## src/rtl/core/fet_pkg.sv

```systemverilog
// ============================================================================
// fet_pkg - shared types and constants for the escape-time iterator
// Fixed-point word types, payload structs, register and mode codes, and the
// saturating helpers used by the sequencer and the multiplier unit.
// ============================================================================
package fet_pkg;

    localparam int COORD_BITS = 32;
    localparam int FRAC_BITS  = 26;
    localparam int PIX_BITS   = 12;
    localparam int CNT_BITS   = 16;
    localparam int WIDE_BITS  = 2 * COORD_BITS;
    localparam int ADDR_BITS  = 5;
    localparam int DATA_BITS  = 32;

    typedef logic signed [COORD_BITS-1:0] t_coord;
    typedef logic signed [WIDE_BITS-1:0]  t_wide;
    typedef logic [CNT_BITS-1:0]          t_count;
    typedef logic [PIX_BITS-1:0]          t_pixel;

    typedef struct packed {
        t_pixel column;
        t_pixel row;
    } t_in_item;

    typedef struct packed {
        t_count iteration_count;
        logic   inside_set;
    } t_out_item;

    typedef enum logic [2:0] {
        REG_MODE      = 3'd0,
        REG_MAX_ITER  = 3'd1,
        REG_ORIGIN_RE = 3'd2,
        REG_ORIGIN_IM = 3'd3,
        REG_STEP_RE   = 3'd4,
        REG_STEP_IM   = 3'd5,
        REG_SEED_RE   = 3'd6,
        REG_SEED_IM   = 3'd7
    } t_reg_idx;

    localparam logic [1:0] MODE_QUAD  = 2'd0;
    localparam logic [1:0] MODE_CUBIC = 2'd1;
    localparam logic [1:0] MODE_JULIA = 2'd2;

    typedef enum logic [3:0] {
        ST_IDLE,
        ST_MAP_RE,
        ST_MAP_IM,
        ST_MAP_END,
        ST_SQ_XX,
        ST_SQ_YY,
        ST_SQ_XY,
        ST_SQ_END,
        ST_CU_TERM,
        ST_CU_X,
        ST_CU_Y,
        ST_CU_END,
        ST_DONE
    } t_state;

    localparam t_coord COORD_MAX = {1'b0, {(COORD_BITS-1){1'b1}}};
    localparam t_coord COORD_MIN = {1'b1, {(COORD_BITS-1){1'b0}}};
    localparam t_coord FOUR_Q    = (FRAC_BITS + 3 <= COORD_BITS) ?
                                   COORD_BITS'(64'd4 << FRAC_BITS) : COORD_MAX;

    localparam logic [1:0] RST_MODE      = MODE_QUAD;
    localparam t_count     RST_MAX_ITER  = CNT_BITS'(1000);
    localparam t_coord     RST_ORIGIN_RE = COORD_BITS'(-64'sd167772160);
    localparam t_coord     RST_ORIGIN_IM = COORD_BITS'(-64'sd67108864);
    localparam t_coord     RST_STEP_RE   = COORD_BITS'(64'sd367575);
    localparam t_coord     RST_STEP_IM   = COORD_BITS'(64'sd280204);
    localparam t_coord     RST_SEED_RE   = '0;
    localparam t_coord     RST_SEED_IM   = '0;

    function automatic t_coord sat_wide(input t_wide v);
        if (!v[WIDE_BITS-1] && (|v[WIDE_BITS-2:COORD_BITS-1])) begin
            return COORD_MAX;
        end else if (v[WIDE_BITS-1] && !(&v[WIDE_BITS-2:COORD_BITS-1])) begin
            return COORD_MIN;
        end
        return v[COORD_BITS-1:0];
    endfunction

    function automatic t_coord add_sat(input t_coord a, input t_coord b);
        logic [COORD_BITS:0] s;
        s = {a[COORD_BITS-1], a} + {b[COORD_BITS-1], b};
        if (s[COORD_BITS] != s[COORD_BITS-1]) begin
            return s[COORD_BITS] ? COORD_MIN : COORD_MAX;
        end
        return s[COORD_BITS-1:0];
    endfunction

    function automatic t_coord sub_sat(input t_coord a, input t_coord b);
        logic [COORD_BITS:0] s;
        s = {a[COORD_BITS-1], a} - {b[COORD_BITS-1], b};
        if (s[COORD_BITS] != s[COORD_BITS-1]) begin
            return s[COORD_BITS] ? COORD_MIN : COORD_MAX;
        end
        return s[COORD_BITS-1:0];
    endfunction

    function automatic t_coord dbl_sat(input t_coord a);
        if (a[COORD_BITS-1] != a[COORD_BITS-2]) begin
            return a[COORD_BITS-1] ? COORD_MIN : COORD_MAX;
        end
        return {a[COORD_BITS-2:0], 1'b0};
    endfunction

    function automatic t_coord tri_sat(input t_coord a);
        logic [COORD_BITS+1:0] e;
        logic [COORD_BITS+1:0] s;
        e = {{2{a[COORD_BITS-1]}}, a};
        s = e + {e[COORD_BITS:0], 1'b0};
        if ((s[COORD_BITS+1] != s[COORD_BITS]) || (s[COORD_BITS] != s[COORD_BITS-1])) begin
            return s[COORD_BITS+1] ? COORD_MIN : COORD_MAX;
        end
        return s[COORD_BITS-1:0];
    endfunction

endpackage

```

## src/rtl/core/fractal_escape_time_iterator.sv

```systemverilog
// ============================================================================
// fractal_escape_time_iterator - escape-time iteration for one pixel at a time
// Maps a pixel to a Q6.26 point and iterates the quadratic, cubic or Julia map
// on one shared multiplier until escape or the iteration limit.
//
//   channel   direction  handshake                 payload
//   in        input      i_in_valid / o_in_ready   i_in_data  (column, row)
//   out       output     o_out_valid / i_out_ready o_out_data (count, inside)
//   config    input      APB psel/penable/pwrite   paddr, pwdata / prdata
//
// Per pixel: ST_IDLE takes it, ST_MAP_RE, ST_MAP_IM and ST_MAP_END map it, then
// each iteration runs SQ_XX, SQ_YY, SQ_XY and then SQ_END (quadratic, Julia) or
// CU_TERM, CU_X, CU_Y, CU_END (cubic), one multiplier pass per product.
// Reset is synchronous; configuration returns to its defaults, no clearing pass.
// One result is held in the output register; the next pixel is taken meanwhile,
// and a second finished result waits in the done state until that one is taken.
// ============================================================================
module fractal_escape_time_iterator
    import fet_pkg::*;
(
    input  logic                 i_clk,
    input  logic                 i_rst_n,
    input  logic                 psel,
    input  logic                 penable,
    input  logic                 pwrite,
    input  logic [ADDR_BITS-1:0] paddr,
    input  logic [DATA_BITS-1:0] pwdata,
    output logic [DATA_BITS-1:0] prdata,
    output logic                 pready,
    input  logic                 i_in_valid,
    output logic                 o_in_ready,
    input  t_in_item             i_in_data,
    output logic                 o_out_valid,
    input  logic                 i_out_ready,
    output t_out_item            o_out_data
);

    logic [1:0] r_mode;
    t_count     r_max_iter;
    t_coord     r_origin_re;
    t_coord     r_origin_im;
    t_coord     r_step_re;
    t_coord     r_step_im;
    t_coord     r_seed_re;
    t_coord     r_seed_im;

    t_state     r_state, n_state;
    t_pixel     r_col, r_row;
    t_coord     r_x, n_x;
    t_coord     r_y, n_y;
    t_coord     r_cr, n_cr;
    t_coord     r_ci, n_ci;
    t_coord     r_xx, n_xx;
    t_coord     r_yy, n_yy;
    t_coord     r_t1, n_t1;
    t_coord     r_t2, n_t2;
    t_coord     r_nr, n_nr;
    t_count     r_count, n_count;
    logic       r_out_valid, n_out_valid;
    t_out_item  r_out, n_out;

    t_coord     op_a, op_b;
    t_coord     mul_frac, mul_whole;
    t_coord     mag;
    logic       cfg_write;
    logic       in_accept;

    fet_mul_unit u_mul (
        .i_clk   (i_clk),
        .i_op_a  (op_a),
        .i_op_b  (op_b),
        .o_frac  (mul_frac),
        .o_whole (mul_whole)
    );

    assign pready    = 1'b1;
    assign cfg_write = psel && penable && pwrite;

    always_ff @(posedge i_clk) begin
        if (!i_rst_n) begin
            r_mode      <= RST_MODE;
            r_max_iter  <= RST_MAX_ITER;
            r_origin_re <= RST_ORIGIN_RE;
            r_origin_im <= RST_ORIGIN_IM;
            r_step_re   <= RST_STEP_RE;
            r_step_im   <= RST_STEP_IM;
            r_seed_re   <= RST_SEED_RE;
            r_seed_im   <= RST_SEED_IM;
        end else if (cfg_write) begin
            case (t_reg_idx'(paddr[4:2]))
                REG_MODE:      r_mode      <= pwdata[1:0];
                REG_MAX_ITER:  r_max_iter  <= pwdata[CNT_BITS-1:0];
                REG_ORIGIN_RE: r_origin_re <= pwdata[COORD_BITS-1:0];
                REG_ORIGIN_IM: r_origin_im <= pwdata[COORD_BITS-1:0];
                REG_STEP_RE:   r_step_re   <= pwdata[COORD_BITS-1:0];
                REG_STEP_IM:   r_step_im   <= pwdata[COORD_BITS-1:0];
                REG_SEED_RE:   r_seed_re   <= pwdata[COORD_BITS-1:0];
                REG_SEED_IM:   r_seed_im   <= pwdata[COORD_BITS-1:0];
                default: begin
                end
            endcase
        end
    end

    always_comb begin
        case (t_reg_idx'(paddr[4:2]))
            REG_MODE:      prdata = {{(DATA_BITS-2){1'b0}}, r_mode};
            REG_MAX_ITER:  prdata = {{(DATA_BITS-CNT_BITS){1'b0}}, r_max_iter};
            REG_ORIGIN_RE: prdata = r_origin_re;
            REG_ORIGIN_IM: prdata = r_origin_im;
            REG_STEP_RE:   prdata = r_step_re;
            REG_STEP_IM:   prdata = r_step_im;
            REG_SEED_RE:   prdata = r_seed_re;
            REG_SEED_IM:   prdata = r_seed_im;
            default:       prdata = '0;
        endcase
    end

    assign o_in_ready  = (r_state == ST_IDLE);
    assign in_accept   = i_in_valid && o_in_ready;
    assign o_out_valid = r_out_valid;
    assign o_out_data  = r_out;
    assign mag         = add_sat(r_xx, mul_frac);

    always_comb begin
        n_state     = r_state;
        n_x         = r_x;
        n_y         = r_y;
        n_cr        = r_cr;
        n_ci        = r_ci;
        n_xx        = r_xx;
        n_yy        = r_yy;
        n_t1        = r_t1;
        n_t2        = r_t2;
        n_nr        = r_nr;
        n_count     = r_count;
        n_out       = r_out;
        n_out_valid = r_out_valid && !i_out_ready;
        op_a        = '0;
        op_b        = '0;
        case (r_state)
            ST_IDLE: begin
                if (in_accept) begin
                    n_state = ST_MAP_RE;
                end
            end
            ST_MAP_RE: begin
                op_a    = {{(COORD_BITS-PIX_BITS){1'b0}}, r_col};
                op_b    = r_step_re;
                n_state = ST_MAP_IM;
            end
            ST_MAP_IM: begin
                op_a    = {{(COORD_BITS-PIX_BITS){1'b0}}, r_row};
                op_b    = r_step_im;
                n_cr    = add_sat(r_origin_re, mul_whole);
                n_state = ST_MAP_END;
            end
            ST_MAP_END: begin
                n_count = '0;
                if (r_mode == MODE_JULIA) begin
                    n_x  = r_cr;
                    n_y  = add_sat(r_origin_im, mul_whole);
                    n_cr = r_seed_re;
                    n_ci = r_seed_im;
                end else begin
                    n_x  = '0;
                    n_y  = '0;
                    n_ci = add_sat(r_origin_im, mul_whole);
                end
                n_state = ST_SQ_XX;
            end
            ST_SQ_XX: begin
                op_a = r_x;
                op_b = r_x;
                if (r_count == r_max_iter) begin
                    n_state = ST_DONE;
                end else begin
                    n_state = ST_SQ_YY;
                end
            end
            ST_SQ_YY: begin
                op_a    = r_y;
                op_b    = r_y;
                n_xx    = mul_frac;
                n_state = ST_SQ_XY;
            end
            ST_SQ_XY: begin
                op_a = r_x;
                op_b = r_y;
                n_yy = mul_frac;
                if (mag > FOUR_Q) begin
                    n_state = ST_DONE;
                end else if (r_mode == MODE_CUBIC) begin
                    n_state = ST_CU_TERM;
                end else begin
                    n_state = ST_SQ_END;
                end
            end
            ST_SQ_END: begin
                n_x     = add_sat(sub_sat(r_xx, r_yy), r_cr);
                n_y     = add_sat(dbl_sat(mul_frac), r_ci);
                n_count = r_count + 1'b1;
                n_state = ST_SQ_XX;
            end
            ST_CU_TERM: begin
                n_t1    = sub_sat(r_xx, tri_sat(r_yy));
                n_t2    = sub_sat(tri_sat(r_xx), r_yy);
                n_state = ST_CU_X;
            end
            ST_CU_X: begin
                op_a    = r_x;
                op_b    = r_t1;
                n_state = ST_CU_Y;
            end
            ST_CU_Y: begin
                op_a    = r_y;
                op_b    = r_t2;
                n_nr    = add_sat(mul_frac, r_cr);
                n_state = ST_CU_END;
            end
            ST_CU_END: begin
                n_x     = r_nr;
                n_y     = add_sat(mul_frac, r_ci);
                n_count = r_count + 1'b1;
                n_state = ST_SQ_XX;
            end
            ST_DONE: begin
                if (!r_out_valid || i_out_ready) begin
                    n_out.iteration_count = r_count;
                    n_out.inside_set      = (r_count == r_max_iter);
                    n_out_valid           = 1'b1;
                    n_state               = ST_IDLE;
                end
            end
            default: begin
                n_state = ST_IDLE;
            end
        endcase
    end

    always_ff @(posedge i_clk) begin
        if (!i_rst_n) begin
            r_state     <= ST_IDLE;
            r_out_valid <= 1'b0;
        end else begin
            r_state     <= n_state;
            r_out_valid <= n_out_valid;
        end
    end

    always_ff @(posedge i_clk) begin
        if (in_accept) begin
            r_col <= i_in_data.column;
            r_row <= i_in_data.row;
        end
        r_x     <= n_x;
        r_y     <= n_y;
        r_cr    <= n_cr;
        r_ci    <= n_ci;
        r_xx    <= n_xx;
        r_yy    <= n_yy;
        r_t1    <= n_t1;
        r_t2    <= n_t2;
        r_nr    <= n_nr;
        r_count <= n_count;
        r_out   <= n_out;
    end

`ifndef SYNTH
    a_accept_starts: assert property (@(posedge i_clk) disable iff (!i_rst_n)
        (i_in_valid && o_in_ready) |=> (r_state == ST_MAP_RE))
        else $error("accepted transaction did not start mapping");

    a_done_loads: assert property (@(posedge i_clk) disable iff (!i_rst_n)
        (r_state == ST_DONE && (!r_out_valid || i_out_ready))
        |=> (r_out_valid && r_state == ST_IDLE))
        else $error("finished result not loaded into output register");

    a_count_step: assert property (@(posedge i_clk) disable iff (!i_rst_n)
        (r_state == ST_SQ_END || r_state == ST_CU_END)
        |=> (r_count == CNT_BITS'($past(r_count) + 1'b1)))
        else $error("iteration count did not advance by one");
`endif

endmodule

```

## src/rtl/core/fet_mul_unit.sv

```systemverilog
// ============================================================================
// fet_mul_unit - shared signed multiplier with registered product
// Registers the exact product each cycle and presents it saturated to the
// coordinate width, both as a whole product and floored by the fraction bits.
// ============================================================================
module fet_mul_unit
    import fet_pkg::*;
(
    input  logic   i_clk,
    input  t_coord i_op_a,
    input  t_coord i_op_b,
    output t_coord o_frac,
    output t_coord o_whole
);

    t_wide r_prod;
    t_wide shifted;

    always_ff @(posedge i_clk) begin
        r_prod <= i_op_a * i_op_b;
    end

    assign shifted = r_prod >>> FRAC_BITS;
    assign o_frac  = sat_wide(shifted);
    assign o_whole = sat_wide(r_prod);

endmodule

```

## config.mk

```make
export PLATFORM = sky130hd
export DESIGN_NAME = fractal_escape_time_iterator
export DESIGN_NICKNAME = d
export VERILOG_FILES = /design/src/rtl/core/fet_pkg.sv /design/src/rtl/core/fractal_escape_time_iterator.sv /design/src/rtl/core/fet_mul_unit.sv
export SDC_FILE = /design/constraint.sdc
export NUM_CORES = 2
export LEC_CHECK = 0
export BUFFER_PORTS_ARGS = -buffer_cell sky130_fd_sc_hd__buf_2
export CAP_MARGIN = 25
export CELL_PAD_IN_SITES_DETAIL_PLACEMENT = 0
export CELL_PAD_IN_SITES_GLOBAL_PLACEMENT = 1
export CORE_ASPECT_RATIO = 0.9
export CORE_MARGIN = 2
export CORE_UTILIZATION = 35
export DETAILED_ROUTE_END_ITERATION = 8
export PLACE_DENSITY_LB_ADDON = 0.1
export SLEW_MARGIN = 30
export SYNTH_ARGS = -nofsm -noshare
export SYNTH_HDL_FRONTEND = slang
export SYNTH_SLANG_ARGS = --single-unit
```

## constraint.sdc

```tcl
create_clock -name i_clk -period 13.2 [get_ports i_clk]
set_clock_uncertainty 0.1 [all_clocks]
set_input_delay 1.98 -clock i_clk [delete_from_list [all_inputs] [get_ports i_clk]]
set_output_delay 1.98 -clock i_clk [all_outputs]
set_load 0.02 [all_outputs]
```

== After elaboration in Yosys (flattened, before gate mapping) ==
Cells that the tools add are included.

* Reduce and logical (&&, ||, !) cells: 41
* $lt $le $gt $ge: 1
* $add $sub $neg: 13
* Multiply operators: 1
* Equality and inequality tests: 40
* Mux-type cells: 101

{| class="wikitable"
|+ Operator list
! kind !! number
|-
| $mux 32 || 54
|-
| $pmux 32 s8 || 1
|-
| $add 32x32->33 || 7
|-
| $pmux 32 s3 || 2
|-
| $pmux 32 s6 || 1
|-
| $pmux 32 s4 || 1
|-
| $sub 32x32->33 || 3
|-
| $add 32x33->34 || 2
|-
| $mul 32x32->64 || 1
|-
| $pmux 32 s2 || 1
|-
| $pmux 4 s11 || 1
|-
| $mux 1 || 34
|-
| $gt 32x30->1 const B || 1
|-
| $pmux 16 s2 || 1
|-
| $reduce_and 32->1 || 1
|-
| $reduce_or 32->1 || 1
|-
| $reduce_and 2->1 || 11
|-
| $eq 4x4->1 const B || 5
|-
| $mux 4 || 5
|-
| $add 16x1->16 const B || 1
|-
| $eq 16x16->1 || 1
|-
| $eq 4x3->1 const B || 4
|-
| $ne 1x1->1 || 15
|-
| $eq 3x3->1 const B || 4
|-
| other kinds (19) || 39
|}

* Register bits after elaboration: 624
* Bits of input ports: 68

== Depth between registers and ports, before layout ==
* Depth in word-level cells: 17
* Gate-level depth with buffers: 40
* Gate-level depth less buffers: 33

== Cells and area by module ==
From an unflattened synthesis, not the netlist that was laid out.

* Cell total of the unflattened synthesis: 9,487
* Area total of the unflattened synthesis: 83,655.2 sq um

{| class="wikitable"
|+ Modules (own cells, without submodules)
! module !! area an instance (sq um) !! cells each !! sequential area each (sq um) !! times used
|-
| fractal_escape_time_iterator || 44,666.6 || 5,251 || 14,664.1 || 1
|-
| fet_mul_unit || 38,988.6 || 4,236 || 1,281.2 || 1
|}

== Least setup slack after synthesis ==
OpenSTA, ideal clock, no wires.

* Kind: register to register
* From: register r_state[2]
* To: register u_mul.r_prod[62]
* Arrival time: 10.109 ns
* Clock period less this slack: 10.271 ns
* Required time: 13.038 ns
* Path slack: 2.929 ns
* Cell stages (with the launch flop): 35
* Cell sequence: dfxtp_1 nand2b_1 clkbuf_1 nor2_1 clkbuf_1 clkbuf_1 a222oi_1 nand2_1 clkbuf_1 nand2_1 inv_1 fa_1 fa_1 fa_1 fa_1 inv_1 fa_1 inv_1 fa_1 inv_1 fa_1 inv_1 fa_1 ha_1 clkbuf_1 nor2b_1 o21ai_0 nand2_1 a21o_1 a21o_1 a21o_1 a21oi_1 o21ai_0 or4_1 nand3_1

* Word-level cells in the longest chain between the ends: 4
* Elaborated cells between the ends (all ways): 13

{| class="wikitable"
|+ Ends and longest elaborated chain
! what !! RTL line !! source
|-
| start: declaration || fractal_escape_time_iterator.sv:47 || <nowiki>t_state r_state, n_state;</nowiki>
|-
| start signal: assignment || fractal_escape_time_iterator.sv:246 || <nowiki>r_state <= n_state;</nowiki>
|-
| $eq 4x3->1 / $eq 4x4->1 (equally long branches) || fractal_escape_time_iterator.sv:141 || <nowiki>case (r_state)</nowiki>
|-
| $reduce_or 3->1 (no line) / $reduce_or 2->1 (equally long branches) || - ||
|-
| $pmux 32 s4 / $pmux 32 s6 (equally long branches) || fractal_escape_time_iterator.sv:141 ||
|-
| $mul 32x32->64 (*) || fet_mul_unit.sv:20 || <nowiki>r_prod <= i_op_a * i_op_b;</nowiki>
|-
| end signal: assignment || fet_mul_unit.sv:20 ||
|-
| end: declaration || fet_mul_unit.sv:16 || <nowiki>t_wide r_prod;</nowiki>
|}

Mark *: on every way between the ends. The rest lies on a longest branch, timed or not.
A chain may end at the register's enable or synchronous reset.

== Worst setup path after layout ==
* From: register r_state[0]
* To: register u_mul.r_prod[59]

The elaborated chain is that of the path after synthesis.

==> results_dict.tcl <==
set metrics [dict create \
    clkTransAtPathRegs_ns 0.06 \
    cell_internal_pwr_uw 10290 \
    cp.depth 31 \
    p_leak_uw 0.03974 \
    clockPowerShare_pct 10.3 \
    max_freq_mhz 83.14 \
    drv_slew 0 \
    post-place-ws_ns 1.374 \
    cts_tree "done" \
    fin_crit_ns 12.03 \
    postPlaceCellArea_um2 87190 \
    clk_latency_ns 0.75 \
    synth_top_flop_cell "edfxtp_1" \
    tightest_slew_ns 1.095 \
    vias 70220 \
    cts_root_buffer "clkbuf_16" \
    startpoint_type "register" \
    track_usage_pct 30.93 \
    outcome "finished clean" \
    viasPerCell 5.612 \
    dr.pass1.iters 9 \
    numClockSinks 624 \
    cpPeakStageDelay_ns 0.95 \
    die_area_um2 238500 \
    finalWorstSetupSlack_ns 1.171 \
    register_area_um2 15950 \
    fin_tns_setup_ns 0 \
    cts_buffer_depth 3 \
    fin_crit_sh_pct 91.13 \
    io_buffers 116 \
    finalNetCount 11100 \
    arrival_ns 12.55 \
    die_h_um 463.5 \
    worstHoldPathCells 2 \
    reg2reg_from "r_state[0]$_SDFFE_PN0P_" \
    grt_pass1_vias 69230 \
    crit_buf_inv 7 \
    synthArstFlopShare_pct 0 \
    synth_fp_nets 11060 \
    r2r_end "u_mul.r_prod[59]$_DFF_P_" \
    grt_start_max_net_pins 99 \
    critPathTopFamily "adder cells" \
    dr.first_iter.drc_count 7324 \
    pwr-share-seq_pct 12.9 \
    synth_edf_count 345 \
    power.net_switching_uw 13290 \
    nFillCells 23730 \
    p_comb_share_pct 76.8 \
    hold_class "reg -> reg" \
    cp-startpoint "r_state[0]$_SDFFE_PN0P_" \
    syn_inst 9333 \
    syn_avg_cell_area_um2 8.797 \
    ir_drop_uv 305.1 \
    multi_input_area_um2 60270 \
    dp_hpwl_um 307300 \
    p_sw_share_pct 56.37 \
    rsz0062_at_grt "false" \
    crit_end "u_mul.r_prod[59]$_DFF_P_" \
    antenna_found_initial 25 \
    crit_type "reg -> reg" \
    grt_pass1_wl_um 526200 \
    rr_worst_depth 31 \
    placementRows 168 \
    place_congestion 0.9532 \
    cp_slowest_cell "and4_1" \
    grt_overflow 0 \
    wire_per_inst_um 29.76 \
    hold_start "r_seed_re[4]$_SDFFE_PN0P_" \
    syn2layout_area_growth_pct 9.805 \
    cts_hold_buf 0 \
    ys_types 111 \
    ys_seq_area_share_pct 19.42 \
    maxCapViolCount 0 \
    fin_util_pct 38.67 \
    worstSetupEndpointType "register" \
    syn-cell-area_um2 82100 \
    route.detailed.drc 0 \
    ys_ff_latch 624 \
    cp_data_required_time_ns 13.72 \
    io_pins 120 \
    cts_made_buffers 81 \
    drive_gt1_share_pct 7.647 \
    wirelength_um 372400 \
    cp_max_fo 44 \
    die_w_um 514.5 \
    slew_headroom_pct 26.65 \
    stdcell_area_um2 90150 \
    ant_nets 0 \
    path_common_cell "fa_1" \
    post_cts_resized 0 \
    power_density_nw_per_um2 261.6 \
    core_um2 233100 \
    post-cts-setup-buffer-count 0 \
    finalSetupViolations 0 \
    r2r_setup_slack_ns 1.17 \
    yosysWarnings 0 \
    cts_max_level 3 \
    hold_violations 0 \
    start_util_pct 35.22 \
]
## Yosys cell counts (59+ instances only)
cell	count	area [um^2]
dfxtp_1	279	5585
nand2b_1	71	444.2
ha_1	567	7094
xnor2_1	253	2216
inv_1	1196	4489
a21boi_0	178	1336
o211ai_1	59	442.9
xor2_1	146	1279
o21a_1	70	525.5
a21o_1	235	1764
o21ai_0	378	1892
nand2_1	1356	5090
edfxtp_1	345	10360
fa_1	1094	21900
nand3_1	131	655.6
a22oi_1	75	563.0
nor2_1	809	3037
nand4_1	60	375.4
clkbuf_1	371	1393
a21oi_1	573	2868
mux2i_1	70	700.7
## placed cells by master (no fill, tap or decap), drive strengths merged, types with 181 or more instances in the layout
cell type,instances
a21boi,181
a21o,235
a21oi,588
buf,388
dfxtp,279
edfxtp,345
fa,1094
ha,567
inv,1203
nand2,1357
nor2,810
o21ai,409
xnor2,254
## cell families after synthesis
group	synth area share, %
AO/OA/AOI/OAI	16.81
adder cells (fa/ha/maj)	36.00
buffers and inverters	7.574
XOR/XNOR	4.310
flip-flops	19.42
multiplexers	1.503
other	0.004567
AND/OR/NAND/NOR	14.37
## per-stage QoR
stage	power, uW	std cells	hold slack (ns)
2_1_floorplan	14130	9333	0.3509
3_3_place_gp	20790	12340	0.3657
3_5_place_dp	20720	12340	0.3737
4_1_cts	23310	12500	0.3825
5_1_grt	24980	12500	0.4058
6_report	23590	12510	0.3860
## worst reg2reg max path: cells and delay by family (launching register included)
family / cells / cell delay (ns)
adder cells (fa/ha/maj): 9 / 4.52
AO/OA/AOI/OAI: 7 / 2.79
AND/OR/NAND/NOR: 7 / 2.78
flip-flops: 1 / 0.71
buffers and inverters: 7 / 0.87
XOR/XNOR: 1 / 0.12
## per-layer routing
| layer | up-vias | track usage (%) | share of wire, % |
|---|---|---|---|
| met5 | - | 0 | 0.013 |
| met3 | 383 | 4.137 | 7.0 |
| met2 | 2598 | 44.94 | 42 |
| met1 | 35920 | 46.38 | 47 |
| li1 | 31310 | - | - |
| met4 | 6 | 11.31 | 4.3 |
## how the worst min path moves through the flow
stage	end
floorplan	r_seed_im[28]$_SDFFE_PN0P_
global placement	r_seed_re[0]$_SDFFE_PN0P_
detailed placement	r_seed_re[1]$_SDFFE_PN0P_
CTS	r_seed_re[1]$_SDFFE_PN0P_
global route	r_seed_re[1]$_SDFFE_PN0P_
finish	r_seed_re[4]$_SDFFE_PN0P_
## state kept, by name (all words and copies together), names as in the netlist, 4 cells and up
name / cells
r_t1: 32
r_col: 12
r_t2: 32
r_y: 32
r_cr: 32
r_row: 12
r_yy: 32
r_origin_im: 32
r_xx: 32
r_step_im: 32
r_nr: 32
o_out_data: 17
r_max_iter: 16
r_ci: 32
r_seed_im: 32
r_seed_re: 32
r_x: 32
r_origin_re: 32
u_mul.r_prod: 64
r_step_re: 32
r_count: 16
r_state: 4
## cell type report
cell class | instances | share of cell area (%)
multi-input cells | 7077 | 66.85
flip-flops and latches | 624 | 17.69
inverters | 1200 | 4.996
well taps | 3060 | 4.247
repair buffers | 388 | 3.016
clock buffers | 99 | 2.438
clock inverters | 53 | 0.7356
diodes | 10 | 0.02776
## power groups by stage
stage	logic [uW]	clock network, uW	registers [uW]
floorplan	11300	0	2840
global placement	17700	0	3070
detailed placement	17700	0	3060
CTS	17800	2470	3030
global route	19400	2540	3040
finish	18100	2430	3040
Power figures use the tool's default switching activity.
